==> src/sv/lpd_pkg.sv <==
package lpd_pkg;

	// Field widths of the byte stream and of the result word.
	localparam int unsigned BYTE_W = 8;
	localparam int unsigned LEN_W = 32;
	localparam int unsigned HDR_W = 24;
	localparam int unsigned CFG_W = 21;

	// Largest frame payload the block is built for, in bytes.
	localparam int unsigned MAX_FRAME_BYTES_DEF = 1024 * 1024;

	// Depth of the result queue between the parser and the output stage.
	localparam int unsigned QUEUE_DEPTH = 4;
	localparam int unsigned QPTR_W = $clog2(QUEUE_DEPTH);
	localparam int unsigned QCNT_W = $clog2(QUEUE_DEPTH + 1);

	// One result word as it leaves the block.
	typedef struct packed {
		logic [BYTE_W-1:0] payload_byte;
		logic              frame_start;
		logic              frame_end;
		logic              bad_length;
	} lpd_result_t;

	// Push request from the parser into the queue.
	typedef struct packed {
		logic        push;
		lpd_result_t word;
	} lpd_push_t;

endpackage

==> src/sv/length_prefix_deframer.sv <==
// Length-prefixed deframer. Each input word is one stream byte; four header
// bytes, least significant first, give a 32-bit frame length, followed by that
// many payload bytes that come out with frame_start and frame_end marks.
// A length of zero, with bit 31 set, or above the configured limit (cfg_wdata,
// clipped to MAX_FRAME_BYTES) yields one word with bad_length set, after which
// all bytes are dropped until reset. The block takes one byte per clock:
// in_ready stays high while the four-entry result queue has room. A payload
// byte is written into the queue at the edge that accepts it and moves on to
// the output register, raising out_valid, once that register is empty or being
// taken. Header bytes of a valid length produce no output word.
module length_prefix_deframer
	import lpd_pkg::*;
#(
	parameter int unsigned MAX_FRAME_BYTES = MAX_FRAME_BYTES_DEF
) (
	input  logic              clk,
	input  logic              arst_n,
	input  logic              cfg_we,
	input  logic [CFG_W-1:0]  cfg_wdata,
	input  logic              in_valid,
	output logic              in_ready,
	input  logic [BYTE_W-1:0] in_byte,
	output logic              out_valid,
	input  logic              out_ready,
	output logic [BYTE_W-1:0] payload_byte,
	output logic              frame_start,
	output logic              frame_end,
	output logic              bad_length
);

	lpd_push_t   push;
	logic        q_not_empty;
	logic        q_pop;
	lpd_result_t q_head;
	lpd_result_t out_word;

	// Parser and classifier.
	lpd_front #(
		.MAX_FRAME_BYTES(MAX_FRAME_BYTES)
	) u_front (
		.clk       (clk),
		.arst_n    (arst_n),
		.cfg_we    (cfg_we),
		.cfg_wdata (cfg_wdata),
		.in_valid  (in_valid),
		.in_ready  (in_ready),
		.in_byte   (in_byte),
		.push_o    (push)
	);

	// Result queue between the two halves.
	lpd_queue u_queue (
		.clk       (clk),
		.arst_n    (arst_n),
		.push_i    (push),
		.not_full  (in_ready),
		.not_empty (q_not_empty),
		.pop       (q_pop),
		.head      (q_head)
	);

	// Output register stage.
	lpd_back u_back (
		.clk         (clk),
		.arst_n      (arst_n),
		.q_not_empty (q_not_empty),
		.q_head      (q_head),
		.q_pop       (q_pop),
		.out_valid   (out_valid),
		.out_ready   (out_ready),
		.out_word    (out_word)
	);

	assign payload_byte = out_word.payload_byte;
	assign frame_start  = out_word.frame_start;
	assign frame_end    = out_word.frame_end;
	assign bad_length   = out_word.bad_length;

endmodule

==> src/sv/lpd_front.sv <==
module lpd_front
	import lpd_pkg::*;
#(
	parameter int unsigned MAX_FRAME_BYTES = MAX_FRAME_BYTES_DEF
) (
	input  logic              clk,
	input  logic              arst_n,
	input  logic              cfg_we,
	input  logic [CFG_W-1:0]  cfg_wdata,
	input  logic              in_valid,
	input  logic              in_ready,
	input  logic [BYTE_W-1:0] in_byte,
	output lpd_push_t         push_o
);

	localparam int unsigned CNT_W = $clog2(MAX_FRAME_BYTES + 1);
	localparam logic [CFG_W-1:0] MAX_LIM = CFG_W'(MAX_FRAME_BYTES);

	localparam logic [1:0] PH_HEADER  = 2'd0;
	localparam logic [1:0] PH_PAYLOAD = 2'd1;
	localparam logic [1:0] PH_ERROR   = 2'd2;

	logic [1:0]       phase_q;
	logic [1:0]       hdr_cnt_q;
	logic [HDR_W-1:0] hdr_q;
	logic [CNT_W-1:0] left_q;
	logic             first_q;
	logic [CFG_W-1:0] lim_q;

	logic             accept;
	logic [LEN_W-1:0] len;
	logic             len_bad;
	logic             last;

	assign accept = in_valid && in_ready;

	// The fourth header byte completes the length straight from the input, not from hdr_q.
	assign len     = {in_byte, hdr_q};
	assign len_bad = (len == '0) || len[LEN_W-1] || (len > LEN_W'(lim_q));
	assign last    = (left_q <= CNT_W'(1));

	// Effective limit is kept clipped to the built-in maximum.
	always_ff @(posedge clk or negedge arst_n) begin
		if (!arst_n) begin
			lim_q <= MAX_LIM;
		end else if (cfg_we) begin
			lim_q <= (cfg_wdata > MAX_LIM) ? MAX_LIM : cfg_wdata;
		end
	end

	// Classify the current byte and build its result word, if any.
	always_comb begin
		push_o = '0;
		unique case (phase_q)
			PH_HEADER: begin
				if (hdr_cnt_q == 2'd3 && len_bad) begin
					push_o.push = accept;
					push_o.word.bad_length = 1'b1;
				end
			end
			PH_PAYLOAD: begin
				push_o.push = accept;
				push_o.word.payload_byte = in_byte;
				push_o.word.frame_start = first_q;
				push_o.word.frame_end = last;
			end
			default: begin
				push_o.push = 1'b0;
			end
		endcase
	end

	// Parser state advances once per accepted word.
	always_ff @(posedge clk or negedge arst_n) begin
		if (!arst_n) begin
			phase_q   <= PH_HEADER;
			hdr_cnt_q <= '0;
			hdr_q     <= '0;
			left_q    <= '0;
			first_q   <= 1'b0;
		end else if (accept) begin
			unique case (phase_q)
				PH_HEADER: begin
					hdr_q <= {in_byte, hdr_q[HDR_W-1:BYTE_W]};
					if (hdr_cnt_q != 2'd3) begin
						hdr_cnt_q <= hdr_cnt_q + 2'd1;
					end else begin
						hdr_cnt_q <= '0;
						if (len_bad) begin
							phase_q <= PH_ERROR;
						end else begin
							phase_q <= PH_PAYLOAD;
							left_q  <= len[CNT_W-1:0];
							first_q <= 1'b1;
						end
					end
				end
				PH_PAYLOAD: begin
					first_q <= 1'b0;
					if (last) begin
						left_q    <= '0;
						phase_q   <= PH_HEADER;
						hdr_cnt_q <= '0;
					end else begin
						left_q <= left_q - CNT_W'(1);
					end
				end
				default: begin
					phase_q <= phase_q;
				end
			endcase
		end
	end

	// The error phase is sticky until reset.
	a_error_sticky: assert property (@(posedge clk) disable iff (!arst_n)
		phase_q == PH_ERROR |=> phase_q == PH_ERROR)
		else $error("error phase left without reset");

	// A frame's last word returns the parser to the header phase.
	a_end_to_header: assert property (@(posedge clk) disable iff (!arst_n)
		push_o.push && push_o.word.frame_end |=> phase_q == PH_HEADER)
		else $error("frame end did not return to header phase");

endmodule

==> src/sv/lpd_queue.sv <==
module lpd_queue
	import lpd_pkg::*;
(
	input  logic        clk,
	input  logic        arst_n,
	input  lpd_push_t   push_i,
	output logic        not_full,
	output logic        not_empty,
	input  logic        pop,
	output lpd_result_t head
);

	lpd_result_t       mem_q [QUEUE_DEPTH];
	logic [QPTR_W-1:0] wr_q;
	logic [QPTR_W-1:0] rd_q;
	logic [QCNT_W-1:0] cnt_q;

	assign not_full  = (cnt_q != QCNT_W'(QUEUE_DEPTH));
	assign not_empty = (cnt_q != '0);
	assign head      = mem_q[rd_q];

	// Entry storage.
	always_ff @(posedge clk) begin
		if (push_i.push) begin
			mem_q[wr_q] <= push_i.word;
		end
	end

	// Pointers and fill count.
	always_ff @(posedge clk or negedge arst_n) begin
		if (!arst_n) begin
			wr_q  <= '0;
			rd_q  <= '0;
			cnt_q <= '0;
		end else begin
			if (push_i.push) begin
				wr_q <= wr_q + QPTR_W'(1);
			end
			if (pop) begin
				rd_q <= rd_q + QPTR_W'(1);
			end
			if (push_i.push && !pop) begin
				cnt_q <= cnt_q + QCNT_W'(1);
			end else if (pop && !push_i.push) begin
				cnt_q <= cnt_q - QCNT_W'(1);
			end
		end
	end

	a_no_overflow: assert property (@(posedge clk) disable iff (!arst_n)
		push_i.push |-> not_full)
		else $error("push into a full queue");

	a_no_underflow: assert property (@(posedge clk) disable iff (!arst_n)
		pop |-> not_empty)
		else $error("pop from an empty queue");

endmodule

==> src/sv/lpd_back.sv <==
module lpd_back
	import lpd_pkg::*;
(
	input  logic        clk,
	input  logic        arst_n,
	input  logic        q_not_empty,
	input  lpd_result_t q_head,
	output logic        q_pop,
	output logic        out_valid,
	input  logic        out_ready,
	output lpd_result_t out_word
);

	logic        valid_q;
	lpd_result_t word_q;

	// Refill the output register whenever it is empty or being taken.
	assign q_pop     = q_not_empty && (!valid_q || out_ready);
	assign out_valid = valid_q;
	assign out_word  = word_q;

	always_ff @(posedge clk or negedge arst_n) begin
		if (!arst_n) begin
			valid_q <= 1'b0;
		end else if (!valid_q || out_ready) begin
			valid_q <= q_not_empty;
		end
	end

	// Payload register.
	always_ff @(posedge clk) begin
		if (q_pop) begin
			word_q <= q_head;
		end
	end

endmodule
==> config.mk <==
export PLATFORM = sky130hd
export DESIGN_NAME = length_prefix_deframer
export DESIGN_NICKNAME = d
export VERILOG_FILES = /design/src/sv/lpd_pkg.sv /design/src/sv/length_prefix_deframer.sv /design/src/sv/lpd_front.sv /design/src/sv/lpd_queue.sv /design/src/sv/lpd_back.sv
export SDC_FILE = /design/constraint.sdc
export NUM_CORES = 1
export LEC_CHECK = 0
export ABC_AREA = 0
export BUFFER_PORTS_ARGS = -buffer_cell sky130_fd_sc_hd__buf_4
export CAP_MARGIN = 20
export CORE_ASPECT_RATIO = 0.75
export CORE_UTILIZATION = 30
export CTS_CLUSTER_SIZE = 40
export DETAILED_ROUTE_END_ITERATION = 8
export GPL_ROUTABILITY_DRIVEN = 0
export SLEW_MARGIN = 20
export SYNTH_ARGS = -nofsm -noshare
export SYNTH_HDL_FRONTEND = slang
export SYNTH_SLANG_ARGS = --single-unit
==> constraint.sdc <==
create_clock -name clk -period 8.4 [get_ports clk]
set_clock_uncertainty 0.2 [all_clocks]
set_input_delay 1.68 -clock clk [delete_from_list [all_inputs] [get_ports clk]]
set_output_delay 1.68 -clock clk [all_outputs]
set_load 0.1 [all_outputs]
==> impl_metrics.csv <==
group,metric,value,unit
worst_setup_path,startpoint_type,"primary input",
worst_setup_path,crit_top_cell,"inv_1",
detailed_routing,via_per_inst,5.16,
power_and_ir_drop,p_leak,0.00305,uW
logic_synthesis,synth_fa_ha_area_frac,0.0592,
clock_network,cts_tree,"built",
sta,setup_violations,0,
power_and_ir_drop,pwr-share-comb,0.104,
logic_synthesis,syn_inst,529,
sta,fin_hold_ws,0.294,ns
global_route,grt_util_met2,0.215,
sta,worst_slew_pin_slew,0.983,ns
clock_network,cts_buffers,17,
worst_setup_path,cp_slowest_cell,"fa_1",
worst_setup_path,max_stage_delay,0.40,ns
clock_network,clockRootBuffer,"clkbuf_16",
clock_network,clockBufferDepth,2,
power_and_ir_drop,p_int,1180,uW
global_route,grt_overflow,0,
worst_setup_path,cpLargestDelayFamily,"compound AO/OA/AOI/OAI gates",
detailed_routing,ant_nets,0,
logic_synthesis,ys_seq_area_frac,0.561,
finish,fin_util,0.364,
min_path,hp-start,"u_front.first_q$_DFFE_PN0P_",
floorplan,placementRows,46,
floorplan,die_area,0.0222,sq mm
clock_network,holdBufCountCts,0,
logic_synthesis,async_flop_share,0.590,
finish,stdcell_area,0.00768,sq mm
finish,layout_commonest_cell,"dfrtp_1",
power_and_ir_drop,seqPwrFrac,0.463,
sta,hold_viol_final,0,
power_and_ir_drop,p_clk_frac,0.433,
run_status,status,"finished, final reports clean",
sta,layout_setup_ws,3.83,ns
finish,layout_common_cells,"dfrtp_1, edfxtp_1, buf_4, nand2_1, o21ai_0",
global_route,grt_max_degree,80,
worst_setup_path,cp_num_buf_inv,3,
logic_synthesis,ys_types,59,
power_and_ir_drop,power_switching,437,uW
logic_synthesis,synth-edff-count,55,
worst_setup_path,r2r_start,"u_front.lim_q[20]$_DFFE_PN1P_",
placement,io_buffers,46,
detailed_routing,drt_iter0_markers,427,
power_and_ir_drop,power.density,211,mW/mm^2
global_route,antenna_found_initial,0,
detailed_routing,drc,0,
sta,finalCritPeriodShare,0.544,
min_path,hold_path_class,"flip-flop to flip-flop",
global_route,top_usage_layer,"met1",
finish,fin_nets,640,
logic_synthesis,netlist_area,0.00647,sq mm
run,maxCapViolCount,0,
detailed_routing,vias,4522,
worst_setup_path,crit_path_end_kind,"flip-flop",
logic_synthesis,synth_top_family_by_area,"simple AND/OR/NAND/NOR gates",
logic_synthesis,yosysWarnings,0,
sta,fin_tns_setup,0,ns
global_route,grt_pass1_wl,25.2,mm
clock_network,clk_pin_slew,0.06,ns
clock_network,htreeDepth,4,
power_and_ir_drop,swShare,0.270,
global_route,grt_usage,0.153,
detailed_routing,wl_per_cell,17.9,um
global_route,met1_usage,0.223,
sta,maxSlewViolCount,0,
clock_network,ctsResizeCount,0,
detailed_routing,dr.pass1.iters,5,
logic_synthesis,synth_ff_type,"dfrtp_1",
detailed_routing,drt_wl_total,15.7,mm
placement,dpl.hpwl,10.9,mm
logic_synthesis,synth_compound_area_frac,0.124,
worst_setup_path,critPathKind,"primary input to flip-flop",
worst_setup_path,crit_arrival,4.67,ns
sta,period_minus_slack,4.57,ns
sta,rsz0062_at_grt,"false",
floorplan,start_util,0.306,
floorplan,die_height,129,um
logic_synthesis,synth.avg_cell_area,12.2,sq um
logic_synthesis,syn_nets,593,
logic_synthesis,synth-xor-area-share,0.00813,
global_route,grt_use_met3,0.0458,
clock_network,clock-sinks,134,
global_route,grt_pass1_vias,4489,
worst_setup_path,cp_max_fo,7,
finish,syn2layout_area_growth,18.8,%
power_and_ir_drop,ir_drop,0.000136,V
sta,clock.fmax,0.219,GHz
logic_synthesis,synth-seq-cells,134,
clock_network,clock_latency,0.43,ns
floorplan,fp.dieW,172,um
finish,drive_gt1_frac,0.234,
floorplan,core_area,0.0211,sq mm
worst_setup_path,critPathRequiredTime,8.51,ns
logic_synthesis,synthSimpleGateAreaFrac,0.125,
finish,diodes,0,
clock_network,cts_setup_buffers,0,
logic_synthesis,synthMuxAreaShare,0.0853,
placement,dp_slack,3.46,ns
sta,slew_headroom,0.342,
worst_setup_path,crit_start,"in_byte[1]",
placement,postPlaceCellArea,0.00711,sq mm
worst_setup_path,path_cells,"buf_4, nor4_4, nand4b_2, a2111oi_4, o211ai_2, a21oi_2, a2bb2oi_2, inv_1, ha_1, inv_1, fa_1, mux2_2",
floorplan,io_pins,47,
cells in the mapped netlist, types with 8 or more instances:
cell type / number / area, sq um
dfrtp_1: 78 / 1950
edfxtp_1: 55 / 1650
nand2_1: 45 / 169
o21ai_0: 42 / 210
inv_1: 35 / 131
ha_1: 29 / 363
mux2_2: 25 / 282
a21oi_1: 22 / 110
nor3_1: 20 / 100
clkbuf_1: 14 / 52.6
nor4_1: 13 / 81.3
mux4_2: 11 / 248
o2bb2ai_1: 11 / 96.3
a22o_1: 10 / 87.6
and2_1: 10 / 62.6
nor2_1: 10 / 37.5
nand4_1: 8 / 50.1
o21ai_1: 8 / 40.0
area by class of cell:
class	instances	area (sq um)
Clock inverter	15	130
Timing Repair Buffer	51	387
Clock buffer	17	425
Sequential cell	134	3630
Inverter	35	131
Multi-Input combinational cell	337	2620
Fill cell	2055	13400
Tap cell	288	360
layer usage:
metal / part of all wire / wire length (um)
met3: 0.076 / 1190
met4: 0.013 / 206
met5: 0 / 0
met1: 0.48 / 7450
met2: 0.44 / 6840
registers in the layout, indices dropped and copies added (netlist names), 2 cells and up:
signal and flops:
u_back.out_word 11, u_front.hdr_cnt_q 2, u_front.hdr_q 24, u_front.left_q 21
u_front.lim_q 21, u_front.phase_q 2, u_queue.cnt_q 3, u_queue.mem_q 44
u_queue.rd_q 2, u_queue.wr_q 2
cells by family (layout without fill, tap and decap cells):
logic type,count (synthesis),in the layout
buffers and inverters,58,118
AOI/OAI and AO/OA,120,120
muxes,38,38
adders and majority gates,30,30
and+or+nand+nor,143,143
DFF,134,134
xor gates and xnor gates,6,6
power groups by stage:
stage | clock network (uW) | logic [uW] | registers [uW]
2_1_floorplan | 0 | 112 | 759
6_report | 701 | 169 | 750
3_5_place_dp | 0 | 171 | 764
4_1_cts | 713 | 172 | 752
5_1_grt | 745 | 185 | 758
3_3_place_gp | 0 | 166 | 763
per-stage QoR:
stage | total power, uW | std cells
after floorplan | 871 | 529
after global placement | 929 | 845
after detailed placement | 935 | 845
after CTS | 1640 | 877
after global routing | 1690 | 877
final | 1620 | 877
worst min-delay path, cell delays in order (launching register included):
cell     delay, ns
dfrtp_1       0.34
nor2_1        0.05
nor2_1        0.07
path summary, 6_finish.rpt:
kind,slack (ns),endpoint,depth (start not counted)
max in group asynchronous,6.33,u_queue.wr_q[0]$_DFFE_PN0P_,1
min reg2reg,0.29,u_front.first_q$_DFFE_PN0P_,2
min in group asynchronous,1.08,u_front.left_q[1]$_DFFE_PN0P_,1
max,3.83,u_queue.cnt_q[1]$_DFFE_PN0P_,12
max reg2reg,4.53,u_queue.cnt_q[1]$_DFFE_PN0P_,13
min,0.29,u_front.first_q$_DFFE_PN0P_,2
No activity file was read; power rests on OpenSTA's default activity.
